`src/hdl/cwlr_pkg.sv`:
```
// ----------------------------------------------------------------------------
// Weight layout reorder package
// Register codes, configuration record and the small helpers that front and
// back both use to clamp dimension and element-size registers.
// ----------------------------------------------------------------------------
package cwlr_pkg;

   localparam int unsigned CSR_DATA_BITS  = 13;
   localparam int unsigned CSR_INDEX_BITS = 3;

   localparam logic [CSR_INDEX_BITS-1:0] CSR_OUT_CHANNELS  = 3'd0;
   localparam logic [CSR_INDEX_BITS-1:0] CSR_IN_CHANNELS   = 3'd1;
   localparam logic [CSR_INDEX_BITS-1:0] CSR_KERNEL_HEIGHT = 3'd2;
   localparam logic [CSR_INDEX_BITS-1:0] CSR_KERNEL_WIDTH  = 3'd3;
   localparam logic [CSR_INDEX_BITS-1:0] CSR_LAYOUT_MODE   = 3'd4;
   localparam logic [CSR_INDEX_BITS-1:0] CSR_FLIP_SIGN     = 3'd5;
   localparam logic [CSR_INDEX_BITS-1:0] CSR_ELEMENT_BYTES = 3'd6;

   localparam logic       LAYOUT_OHWI = 1'b0;
   localparam logic [7:0] SIGN_FLIP   = 8'h80;

   localparam int unsigned DEST_ADDR_BITS = 24;
   localparam int unsigned RSP_BITS       = DEST_ADDR_BITS + 10;
   localparam int unsigned MID_DEPTH      = 4;
   localparam int unsigned OUT_DEPTH      = 8;
   localparam int unsigned NUM_STAGES     = 4;

   typedef struct packed {
      logic [CSR_DATA_BITS-1:0] out_channels;
      logic [CSR_DATA_BITS-1:0] in_channels;
      logic [CSR_DATA_BITS-1:0] kernel_height;
      logic [CSR_DATA_BITS-1:0] kernel_width;
      logic                     layout_mode;
      logic                     flip_sign;
      logic [2:0]               element_bytes;
   } cfg_type;

   // zero acts as one, anything above 2**dim_bits acts as 2**dim_bits
   function automatic logic [16:0] dim_eff(input logic [CSR_DATA_BITS-1:0] v,
                                           input int unsigned dim_bits);
      logic [17:0] lim;
      logic [17:0] ve;
      lim = 18'(1) << dim_bits;
      ve  = {5'b0, v};
      if (v == '0) begin
         return 17'd1;
      end
      if (ve > lim) begin
         return lim[16:0];
      end
      return ve[16:0];
   endfunction

   function automatic logic [2:0] eb_eff(input logic [2:0] v);
      if (v == 3'd0) begin
         return 3'd1;
      end
      if (v > 3'd4) begin
         return 3'd4;
      end
      return v;
   endfunction

endpackage

```
`src/hdl/conv_weight_layout_reorder_top.sv`:
```
// ----------------------------------------------------------------------------
// Convolution weight layout reorder
// Streams weight bytes in (out, in, height, width, byte) order and returns the
// byte address of each in the target layout, with an optional sign flip.
// ----------------------------------------------------------------------------
// Usage:
//   Request side: drive req_src_byte and raise req_push; the beat is taken on
//   a clock edge where req_full is low. Result side: while rsp_empty is low
//   the oldest result sits on the rsp_ ports; raise rsp_pop to take it.
//   Configuration: write csr_wdata to register csr_index with csr_we while no
//   beat is in flight; unknown indexes are ignored.
//   Throughput is one byte per cycle while req_full is low. A beat goes
//   through the front counters into a four-entry work queue, then through
//   four multiply-add stages into an eight-entry result queue. The address
//   is built by one multiply-add per stage.
//   Reset clears the position counters and both queues, and loads the
//   registers with dimensions of 1, element size 1 and both modes 0.
//   If the receiver stalls, the result queue fills, the back end stops
//   drawing from the work queue, and req_full rises once that fills too.
// ----------------------------------------------------------------------------
module conv_weight_layout_reorder_top
   import cwlr_pkg::*;
#(
   parameter int unsigned ADDR_BITS = 24,
   parameter int unsigned DIM_BITS  = 12
) (
   input  logic                        clock,
   input  logic                        reset,
   input  logic                        csr_we,
   input  logic [CSR_INDEX_BITS-1:0]   csr_index,
   input  logic [CSR_DATA_BITS-1:0]    csr_wdata,
   input  logic                        req_push,
   output logic                        req_full,
   input  logic [7:0]                  req_src_byte,
   output logic                        rsp_empty,
   input  logic                        rsp_pop,
   output logic [DEST_ADDR_BITS-1:0]   rsp_dest_addr,
   output logic [7:0]                  rsp_dest_byte,
   output logic                        rsp_tensor_done,
   output logic                        rsp_addr_overflow
);

   localparam int unsigned EW = 4 * DIM_BITS + 11;

   cfg_type       cfg_ff, cfg_in;
   logic          mid_push, mid_full, mid_pop, mid_empty;
   logic [EW-1:0] mid_wdata, mid_rdata;

   always_comb begin
      cfg_in = cfg_ff;
      if (csr_we) begin
         unique case (csr_index)
            CSR_OUT_CHANNELS:  cfg_in.out_channels  = csr_wdata;
            CSR_IN_CHANNELS:   cfg_in.in_channels   = csr_wdata;
            CSR_KERNEL_HEIGHT: cfg_in.kernel_height = csr_wdata;
            CSR_KERNEL_WIDTH:  cfg_in.kernel_width  = csr_wdata;
            CSR_LAYOUT_MODE:   cfg_in.layout_mode   = csr_wdata[0];
            CSR_FLIP_SIGN:     cfg_in.flip_sign     = csr_wdata[0];
            CSR_ELEMENT_BYTES: cfg_in.element_bytes = csr_wdata[2:0];
            default:           cfg_in = cfg_ff;
         endcase
      end
   end

   always_ff @(posedge clock) begin
      if (reset) begin
         cfg_ff.out_channels  <= CSR_DATA_BITS'(1);
         cfg_ff.in_channels   <= CSR_DATA_BITS'(1);
         cfg_ff.kernel_height <= CSR_DATA_BITS'(1);
         cfg_ff.kernel_width  <= CSR_DATA_BITS'(1);
         cfg_ff.layout_mode   <= LAYOUT_OHWI;
         cfg_ff.flip_sign     <= 1'b0;
         cfg_ff.element_bytes <= 3'd1;
      end else begin
         cfg_ff <= cfg_in;
      end
   end

   assign req_full = mid_full;

   cwlr_front #(
      .DIM_BITS (DIM_BITS)
   ) u_front (
      .clock        (clock),
      .reset        (reset),
      .cfg          (cfg_ff),
      .req_push     (req_push),
      .req_src_byte (req_src_byte),
      .q_full       (mid_full),
      .q_push       (mid_push),
      .q_data       (mid_wdata)
   );

   cwlr_queue #(
      .WIDTH (EW),
      .DEPTH (MID_DEPTH)
   ) u_work_queue (
      .clock     (clock),
      .reset     (reset),
      .push      (mid_push),
      .push_data (mid_wdata),
      .full      (mid_full),
      .pop       (mid_pop),
      .pop_data  (mid_rdata),
      .empty     (mid_empty)
   );

   cwlr_back #(
      .ADDR_BITS (ADDR_BITS),
      .DIM_BITS  (DIM_BITS)
   ) u_back (
      .clock             (clock),
      .reset             (reset),
      .cfg               (cfg_ff),
      .q_empty           (mid_empty),
      .q_data            (mid_rdata),
      .q_pop             (mid_pop),
      .rsp_empty         (rsp_empty),
      .rsp_pop           (rsp_pop),
      .rsp_dest_addr     (rsp_dest_addr),
      .rsp_dest_byte     (rsp_dest_byte),
      .rsp_tensor_done   (rsp_tensor_done),
      .rsp_addr_overflow (rsp_addr_overflow)
   );

endmodule

```
`src/hdl/cwlr_queue.sv`:
```
// ----------------------------------------------------------------------------
// Weight layout reorder queue
// Small register FIFO with a combinational head; push only when not full,
// pop only when not empty.
// ----------------------------------------------------------------------------
module cwlr_queue #(
   parameter int unsigned WIDTH = 8,
   parameter int unsigned DEPTH = 4
) (
   input  logic             clock,
   input  logic             reset,
   input  logic             push,
   input  logic [WIDTH-1:0] push_data,
   output logic             full,
   input  logic             pop,
   output logic [WIDTH-1:0] pop_data,
   output logic             empty
);

   localparam int unsigned PW = (DEPTH > 1) ? $clog2(DEPTH) : 1;
   localparam int unsigned CW = $clog2(DEPTH + 1);

   logic [WIDTH-1:0] slot_ff [DEPTH];
   logic [PW-1:0]    wr_ptr_ff, wr_ptr_in;
   logic [PW-1:0]    rd_ptr_ff, rd_ptr_in;
   logic [CW-1:0]    count_ff, count_in;
   logic             do_push, do_pop;

   assign full     = (count_ff == CW'(DEPTH));
   assign empty    = (count_ff == '0);
   assign do_push  = push & ~full;
   assign do_pop   = pop & ~empty;
   assign pop_data = slot_ff[rd_ptr_ff];

   always_comb begin
      wr_ptr_in = wr_ptr_ff;
      rd_ptr_in = rd_ptr_ff;
      count_in  = count_ff;
      if (do_push) begin
         wr_ptr_in = (wr_ptr_ff == PW'(DEPTH - 1)) ? '0 : wr_ptr_ff + PW'(1);
      end
      if (do_pop) begin
         rd_ptr_in = (rd_ptr_ff == PW'(DEPTH - 1)) ? '0 : rd_ptr_ff + PW'(1);
      end
      if (do_push && !do_pop) begin
         count_in = count_ff + CW'(1);
      end else if (do_pop && !do_push) begin
         count_in = count_ff - CW'(1);
      end
   end

   always_ff @(posedge clock) begin
      if (reset) begin
         wr_ptr_ff <= '0;
         rd_ptr_ff <= '0;
         count_ff  <= '0;
      end else begin
         wr_ptr_ff <= wr_ptr_in;
         rd_ptr_ff <= rd_ptr_in;
         count_ff  <= count_in;
      end
   end

   always_ff @(posedge clock) begin
      if (do_push) begin
         slot_ff[wr_ptr_ff] <= push_data;
      end
   end

endmodule

```
`src/hdl/cwlr_front.sv`:
```
// ----------------------------------------------------------------------------
// Weight layout reorder front end
// Tracks the source position (out, in, row, col, byte), tags each incoming
// beat with its indices in target order and hands it to the work queue.
// ----------------------------------------------------------------------------
module cwlr_front
   import cwlr_pkg::*;
#(
   parameter int unsigned DIM_BITS = 12
) (
   input  logic                      clock,
   input  logic                      reset,
   input  cfg_type                   cfg,
   input  logic                      req_push,
   input  logic [7:0]                req_src_byte,
   input  logic                      q_full,
   output logic                      q_push,
   output logic [4*DIM_BITS+10:0]    q_data
);

   localparam int unsigned DW = DIM_BITS + 1;

   logic [DIM_BITS-1:0] out_idx_ff, out_idx_in;
   logic [DIM_BITS-1:0] in_idx_ff,  in_idx_in;
   logic [DIM_BITS-1:0] row_idx_ff, row_idx_in;
   logic [DIM_BITS-1:0] col_idx_ff, col_idx_in;
   logic [1:0]          byte_idx_ff, byte_idx_in;

   logic [DW-1:0]       oc, ic, kh, kw;
   logic [2:0]          eb;
   logic                wrap_byte, wrap_col, wrap_row, wrap_in, wrap_out;
   logic                accept;
   logic [DIM_BITS-1:0] outer, inner;
   logic [7:0]          flipped;

   assign oc = DW'(dim_eff(cfg.out_channels,  DIM_BITS));
   assign ic = DW'(dim_eff(cfg.in_channels,   DIM_BITS));
   assign kh = DW'(dim_eff(cfg.kernel_height, DIM_BITS));
   assign kw = DW'(dim_eff(cfg.kernel_width,  DIM_BITS));
   assign eb = eb_eff(cfg.element_bytes);

   assign accept = req_push & ~q_full;

   // a counter at or past its last value wraps on the next advance
   assign wrap_byte = ({1'b0, byte_idx_ff} + 3'd1) >= eb;
   assign wrap_col  = wrap_byte & (({1'b0, col_idx_ff} + DW'(1)) >= kw);
   assign wrap_row  = wrap_col  & (({1'b0, row_idx_ff} + DW'(1)) >= kh);
   assign wrap_in   = wrap_row  & (({1'b0, in_idx_ff}  + DW'(1)) >= ic);
   assign wrap_out  = wrap_in   & (({1'b0, out_idx_ff} + DW'(1)) >= oc);

   always_comb begin
      byte_idx_in = byte_idx_ff;
      col_idx_in  = col_idx_ff;
      row_idx_in  = row_idx_ff;
      in_idx_in   = in_idx_ff;
      out_idx_in  = out_idx_ff;
      if (accept) begin
         byte_idx_in = wrap_byte ? '0 : byte_idx_ff + 2'd1;
         if (wrap_byte) begin
            col_idx_in = wrap_col ? '0 : col_idx_ff + DIM_BITS'(1);
         end
         if (wrap_col) begin
            row_idx_in = wrap_row ? '0 : row_idx_ff + DIM_BITS'(1);
         end
         if (wrap_row) begin
            in_idx_in = wrap_in ? '0 : in_idx_ff + DIM_BITS'(1);
         end
         if (wrap_in) begin
            out_idx_in = wrap_out ? '0 : out_idx_ff + DIM_BITS'(1);
         end
      end
   end

   always_ff @(posedge clock) begin
      if (reset) begin
         out_idx_ff  <= '0;
         in_idx_ff   <= '0;
         row_idx_ff  <= '0;
         col_idx_ff  <= '0;
         byte_idx_ff <= '0;
      end else begin
         out_idx_ff  <= out_idx_in;
         in_idx_ff   <= in_idx_in;
         row_idx_ff  <= row_idx_in;
         col_idx_ff  <= col_idx_in;
         byte_idx_ff <= byte_idx_in;
      end
   end

   // pick the outer and inner channel for the target layout
   always_comb begin
      if (cfg.layout_mode == LAYOUT_OHWI) begin
         outer = out_idx_ff;
         inner = in_idx_ff;
      end else begin
         outer = in_idx_ff;
         inner = out_idx_ff;
      end
   end

   assign flipped = req_src_byte ^ (cfg.flip_sign ? SIGN_FLIP : 8'h00);
   assign q_push  = accept;
   assign q_data  = {wrap_out, flipped, byte_idx_ff, col_idx_ff, row_idx_ff, inner, outer};

endmodule

```
`src/hdl/cwlr_back.sv`:
```
// ----------------------------------------------------------------------------
// Weight layout reorder back end
// Four multiply-add stages build the target address in Horner form and track
// overflow; finished beats land in the result queue. Issue is credit based,
// so the pipeline never stalls.
// ----------------------------------------------------------------------------
module cwlr_back
   import cwlr_pkg::*;
#(
   parameter int unsigned ADDR_BITS = 24,
   parameter int unsigned DIM_BITS  = 12
) (
   input  logic                        clock,
   input  logic                        reset,
   input  cfg_type                     cfg,
   input  logic                        q_empty,
   input  logic [4*DIM_BITS+10:0]      q_data,
   output logic                        q_pop,
   output logic                        rsp_empty,
   input  logic                        rsp_pop,
   output logic [DEST_ADDR_BITS-1:0]   rsp_dest_addr,
   output logic [7:0]                  rsp_dest_byte,
   output logic                        rsp_tensor_done,
   output logic                        rsp_addr_overflow
);

   localparam int unsigned EW  = 4 * DIM_BITS + 11;
   localparam int unsigned DW  = DIM_BITS + 1;
   localparam int unsigned VW  = (ADDR_BITS > DIM_BITS) ? ADDR_BITS : DIM_BITS;
   localparam int unsigned PW  = VW + DIM_BITS + 2;
   localparam int unsigned CRW = $clog2(OUT_DEPTH + 1);

   localparam int unsigned OFS_OUTER = 0;
   localparam int unsigned OFS_INNER = DIM_BITS;
   localparam int unsigned OFS_ROW   = 2 * DIM_BITS;
   localparam int unsigned OFS_COL   = 3 * DIM_BITS;
   localparam int unsigned OFS_BYTE  = 4 * DIM_BITS;
   localparam int unsigned OFS_DATA  = 4 * DIM_BITS + 2;
   localparam int unsigned OFS_DONE  = 4 * DIM_BITS + 10;

   localparam logic [VW-1:0] ADDR_MASK = VW'((PW'(1) << ADDR_BITS) - PW'(1));

   logic [DW-1:0]       oc, ic, kh, kw, last_dim;
   logic [2:0]          eb;
   logic                issue;
   logic [CRW-1:0]      credit_ff, credit_in;
   logic                rsp_full, rsp_take;

   logic                in_val [NUM_STAGES];
   logic [VW-1:0]       in_v   [NUM_STAGES];
   logic                in_ov  [NUM_STAGES];
   logic [EW-1:0]       in_e   [NUM_STAGES];
   logic [DW-1:0]       mul_m  [NUM_STAGES];
   logic [DIM_BITS-1:0] add_a  [NUM_STAGES];
   logic [PW-1:0]       prod   [NUM_STAGES];

   logic                st_val_ff [NUM_STAGES];
   logic [VW-1:0]       st_v_ff   [NUM_STAGES];
   logic                st_ov_ff  [NUM_STAGES];
   logic [EW-1:0]       st_e_ff   [NUM_STAGES];

   logic [VW-1:0]                addr_masked;
   logic [VW+DEST_ADDR_BITS-1:0] addr_ext;
   logic [RSP_BITS-1:0]          rsp_wdata, rsp_rdata;
   logic [DIM_BITS-1:0]          outer_idx;

   assign oc       = DW'(dim_eff(cfg.out_channels,  DIM_BITS));
   assign ic       = DW'(dim_eff(cfg.in_channels,   DIM_BITS));
   assign kh       = DW'(dim_eff(cfg.kernel_height, DIM_BITS));
   assign kw       = DW'(dim_eff(cfg.kernel_width,  DIM_BITS));
   assign eb       = eb_eff(cfg.element_bytes);
   assign last_dim = (cfg.layout_mode == LAYOUT_OHWI) ? ic : oc;

   // one credit per slot of the result queue
   assign rsp_take  = rsp_pop & ~rsp_empty;
   assign issue     = ~q_empty & (credit_ff < CRW'(OUT_DEPTH));
   assign q_pop     = issue;

   always_comb begin
      credit_in = credit_ff;
      if (issue && !rsp_take) begin
         credit_in = credit_ff + CRW'(1);
      end else if (rsp_take && !issue) begin
         credit_in = credit_ff - CRW'(1);
      end
   end

   always_ff @(posedge clock) begin
      if (reset) begin
         credit_ff <= '0;
      end else begin
         credit_ff <= credit_in;
      end
   end

   assign outer_idx = q_data[OFS_OUTER +: DIM_BITS];
   assign in_val[0] = issue;
   assign in_v[0]   = VW'(outer_idx);
   assign in_ov[0]  = (PW'(outer_idx) >> ADDR_BITS) != '0;
   assign in_e[0]   = q_data;

   // Horner steps: *kh +row, *kw +col, *last_dim +inner, *eb +byte
   assign mul_m[0] = kh;
   assign mul_m[1] = kw;
   assign mul_m[2] = last_dim;
   assign mul_m[3] = DW'(eb);
   assign add_a[0] = in_e[0][OFS_ROW +: DIM_BITS];
   assign add_a[1] = in_e[1][OFS_COL +: DIM_BITS];
   assign add_a[2] = in_e[2][OFS_INNER +: DIM_BITS];
   assign add_a[3] = DIM_BITS'(in_e[3][OFS_BYTE +: 2]);

   for (genvar i = 0; i < NUM_STAGES; i++) begin : g_stage
      if (i > 0) begin : g_link
         assign in_val[i] = st_val_ff[i-1];
         assign in_v[i]   = st_v_ff[i-1];
         assign in_ov[i]  = st_ov_ff[i-1];
         assign in_e[i]   = st_e_ff[i-1];
      end

      assign prod[i] = PW'(in_v[i]) * PW'(mul_m[i]) + PW'(add_a[i]);

      always_ff @(posedge clock) begin
         if (reset) begin
            st_val_ff[i] <= 1'b0;
         end else begin
            st_val_ff[i] <= in_val[i];
         end
      end

      // low bits stay exact modulo 2**VW; overflow is sticky since every factor is >= 1
      always_ff @(posedge clock) begin
         st_v_ff[i]  <= prod[i][VW-1:0];
         st_ov_ff[i] <= in_ov[i] | ((prod[i] >> ADDR_BITS) != '0);
         st_e_ff[i]  <= in_e[i];
      end
   end

   assign addr_masked = st_v_ff[NUM_STAGES-1] & ADDR_MASK;
   assign addr_ext    = {{DEST_ADDR_BITS{1'b0}}, addr_masked};
   assign rsp_wdata   = {st_e_ff[NUM_STAGES-1][OFS_DONE],
                         st_ov_ff[NUM_STAGES-1],
                         st_e_ff[NUM_STAGES-1][OFS_DATA +: 8],
                         addr_ext[DEST_ADDR_BITS-1:0]};

   cwlr_queue #(
      .WIDTH (RSP_BITS),
      .DEPTH (OUT_DEPTH)
   ) u_rsp_queue (
      .clock     (clock),
      .reset     (reset),
      .push      (st_val_ff[NUM_STAGES-1]),
      .push_data (rsp_wdata),
      .full      (rsp_full),
      .pop       (rsp_pop),
      .pop_data  (rsp_rdata),
      .empty     (rsp_empty)
   );

   assign rsp_dest_addr     = rsp_rdata[DEST_ADDR_BITS-1:0];
   assign rsp_dest_byte     = rsp_rdata[DEST_ADDR_BITS +: 8];
   // credits keep the queue from filling past its depth; full is never hit on push
   assign rsp_addr_overflow = rsp_rdata[DEST_ADDR_BITS + 8] & ~(rsp_full & rsp_empty);
   assign rsp_tensor_done   = rsp_rdata[DEST_ADDR_BITS + 9];

endmodule

```
`config.mk`:
```
export PLATFORM = sky130hd
export DESIGN_NAME = conv_weight_layout_reorder_top
export DESIGN_NICKNAME = d
export VERILOG_FILES = /design/src/hdl/cwlr_pkg.sv /design/src/hdl/conv_weight_layout_reorder_top.sv /design/src/hdl/cwlr_queue.sv /design/src/hdl/cwlr_front.sv /design/src/hdl/cwlr_back.sv
export SDC_FILE = /design/constraint.sdc
export NUM_CORES = 2
export LEC_CHECK = 0
export BUFFER_PORTS_ARGS = -buffer_cell sky130_fd_sc_hd__buf_2
export CORE_ASPECT_RATIO = 1.25
export CORE_MARGIN = 2
export CORE_UTILIZATION = 50
export CTS_CLUSTER_SIZE = 10
export DETAILED_ROUTE_END_ITERATION = 6
export PLACE_DENSITY = 0.75
export SLEW_MARGIN = 10
export SYNTH_ARGS = -nofsm -noshare
export SYNTH_HDL_FRONTEND = slang
export SYNTH_HIERARCHICAL = 1
export SYNTH_SLANG_ARGS = --single-unit
```
`constraint.sdc`:
```
create_clock -name clock -period 8.4 [get_ports clock]
set_input_delay 0 -clock clock [delete_from_list [all_inputs] [get_ports clock]]
set_output_delay 0 -clock clock [all_outputs]
set_load 0.03 [all_outputs]
```
==> results.ini <==
[sta]
fmaxAchievable_mhz = 126
slew_at_the_pin_with_the_worst_max_slew_slack_ns = 1.09
maxSlewViolCount = 0
grt_setup_unrepaired = false
fin_crit_ns = 7.94
clock_skew_ns = 0.0789
final-setup-viol-count = 0
setup-tns-final_ns = 0
timing.final.hold_violations = 0
final_min_period_over_clock_period_pct = 94.5
maxSlewHeadroom_pct = 26.9

[power_and_ir_drop]
pwr_density_cell_nw_per_um2 = 244
p_leak_nw = 27.7
power.total_mw = 15.9
ir_worst_vdd_mv = 0.220

[drt]
route.antenna.remaining_nets = 0
routed_via_count = 38500
drc_errors = 0
wirelength_mm = 131
post_drt_wl_per_cell_um = 18.8
vias_per_cell = 5.54
first_iter_violations = 2601
count_of_tritonroute_iterations_in_the_first_routing_pass = 6

[clock_tree]
cts.root.buffer_cell = clkbuf_16
worst_setup_hold_path_clk_slew_ns = 0.07
cts_buffers = 94
clock_latency_ns = 0.70
cts_num_sinks = 823
cts_tree = built
ctsHtreeMaxLevel = 3
cts-root-to-sink-buffers = 3
post-cts-setup-buffer-count = 0

[final_layout]
final_layout_size_suffix_gt1_share_pct = 8.54
layout.cells.most_common = nand2_1
fillers = 9743
most_frequent_cells_in_the_layout = nand2_1 (684), inv_1 (656), fa_1 (650)
layoutNonFillerInstCount = 6949
area_delta_synth_final_pct = 8.33
diodes_inserted = 0
ff_latch_area_sq_um = 21600
finalNetCount = 6400
multi_input_comb_area_sq_um = 35100

[setup_path]
worst-setup-path-type = flip-flop to flip-flop
critPathArrivalTime_ns = 8.46
regToRegSetupSlack_ns = 0.46
cp-start-kind = flip-flop
critical_path_peak_fanout = 18
crit_path_end_kind = flip-flop
reg2reg_depth = 24
required_ns = 8.92

[yosys]
ys_top_cells_by_area = edfxtp_1 (25%), fa_1 (22%), dfxtp_1 (10%)
synth_warnings = 6
yosys.area.top_type = edfxtp_1
synth-compound-area-share_pct = 5.29
synthDistinctLibCells = 97
post_synth_mux_area_share_pct = 7.21
ys_dominant_reg_cell = edfxtp_1
mean_cell_area_of_the_mapped_netlist_sq_um = 11.4
syn_nets = 6382
yosys.area.top_type_share_pct = 25.4
post_synth_fa_ha_maj_area_fraction_pct = 30.7
synth_cells = 5267
post_synth_xor_area_fraction_pct = 2.07
synthesis.area_sq_um = 60100
main_combinational_cell_family_by_area_after_synthesis = adder cells
synth-async-reset-ratio_pct = 0
yosys_register_bits = 823
synth.yosys.seq_area_share_pct = 35.9
simple_logic_cell_fraction_of_the_synthesized_area_pct = 12.9
synth_enable_flop_cells = 508

[die]
die_x_um = 314
die_area_sq_um = 123000
ios = 65
fp-row-count = 142
core_area_sq_um = 120000
initial_utilization_pct = 50.3
fp.dieH_um = 392

[worst_hold_path]
worst_hold_path_type = input pin to flip-flop
hold_depth = 3

[outcome]
run_status = finished, final reports clean

[place]
port_buffers = 64
dp_cells = 6742
gpl.final_weighted_congestion = 0.879
dpl.hpwl_mm = 95.9

[grt]
grt_util_all_layers_pct = 21.7
grt_antenna_before_repair = 2
grt_pass1_wl_mm = 213
grt_start_max_net_pins = 69
grt_overflow_total = 0
first_global_vias = 40700

[flow_run]
max_cap_violations = 0

==> stage by stage <==
step	setup WS, ns	cell area [sq um]	utilization, %	hold WS, ns
after floorplan	0.930	60100	-	0.0691
after global placement	0.658	61900	51.8	0.219
after detailed placement	0.545	61900	51.8	0.221
after CTS	0.522	65100	54.5	0.00217
after global routing	0.0115	65100	54.5	0.00744
final	0.460	65100	54.5	0.0247
==> critical path: stages (launching register included) <==
cell and delay (ns):
dfxtp_1 0.35, nor4_1 0.34, nand3_1 0.18, xor2_1 0.17, and2_1 0.35, a22o_1 0.38
buf_4 0.31, nand2_1 0.12, fa_1 0.53, fa_1 0.55, fa_1 0.45, fa_1 0.60
inv_1 0.07, fa_1 0.47, ha_1 0.31, ha_1 0.38, a21oi_1 0.23, o21bai_1 0.09
a21oi_1 0.35, nand4_1 0.22, a41oi_1 0.30, xnor2_1 0.08, or4_1 0.52, nor4_1 0.31
nand4_1 0.14
==> cells in the mapped netlist (50+ instances only) <==
| master | count |
|---|---|
| nand2_1 | 684 |
| nor2b_1 | 50 |
| edfxtp_1 | 508 |
| nand2b_1 | 79 |
| xor2_1 | 60 |
| a21oi_1 | 177 |
| nor2_1 | 153 |
| inv_1 | 656 |
| a21o_1 | 50 |
| o21ai_0 | 82 |
| and2_1 | 345 |
| dfxtp_1 | 315 |
| ha_1 | 436 |
| mux2i_1 | 69 |
| mux4_2 | 116 |
| xnor2_1 | 82 |
| clkbuf_1 | 192 |
| fa_1 | 650 |
==> repair_timing <==
action | CTS | global route
hold endpoints to repair | 134 | 0
resized for setup | 0 | 4
endpoints found under the setup margin | 0 | 1
hold buffers | 31 | 0
==> final timing paths <==
| kind | from | to |
|---|---|---|
| worst max register to register | cfg_ff[45] | u_back/st_ov_ff[2] |
| worst min register to register | u_back/st_e_ff[0][23] | u_back/st_e_ff[1][23] |
| worst min-delay path | csr_wdata[2] | cfg_ff[20] |
| worst max-delay path | cfg_ff[45] | u_back/st_ov_ff[2] |
==> sequential cells by signal, indices dropped and copies added, names as in the netlist, 4 cells and up, named ones only <==
register,cells
cfg_ff,57
u_back/credit_ff,4
u_back/st_e_ff,78
u_back/st_ov_ff,4
u_back/st_v_ff,96
u_back/st_val_ff,4
u_back/u_rsp_queue/count_ff,4
u_back/u_rsp_queue/slot_ff,272
u_front/col_idx_ff,12
u_front/in_idx_ff,12
u_front/out_idx_ff,12
u_front/row_idx_ff,12
u_work_queue/slot_ff,236
==> power breakdown <==
group | total [mW] | switching [mW] | internal [mW]
Combinational | 6.05 | 3.50 | 2.54
Sequential | 6.00 | 0.835 | 5.16
Clock | 3.83 | 1.63 | 2.19
==> layout make-up <==
class | instances | area share [%]
timing repair buffer | 159 | 1.71
tap | 1584 | 3.04
clock inverter | 10 | 0.394
inverter | 658 | 3.79
sequential | 823 | 33.1
multi-input combinational | 3549 | 53.8
clock buffer | 166 | 4.09
==> per-layer routing <==
layer,track usage (%),routed length (um),vias to the layer above
met1,26.1,51600,19500
met2,40.0,68700,1083
met5,0,21,-
met4,7.53,4110,4
met3,2.34,6150,253
li1,-,-,17600
==> logic make-up after synthesis <==
| family | after synthesis |
|---|---|
| simple gates | 1568 |
| fa+ha+maj | 1086 |
| buf+inv | 895 |
| flops | 823 |
| compound gates | 498 |
| mux | 255 |
| xor+xnor | 142 |
Note: power is estimated with default switching activity, not from simulation.
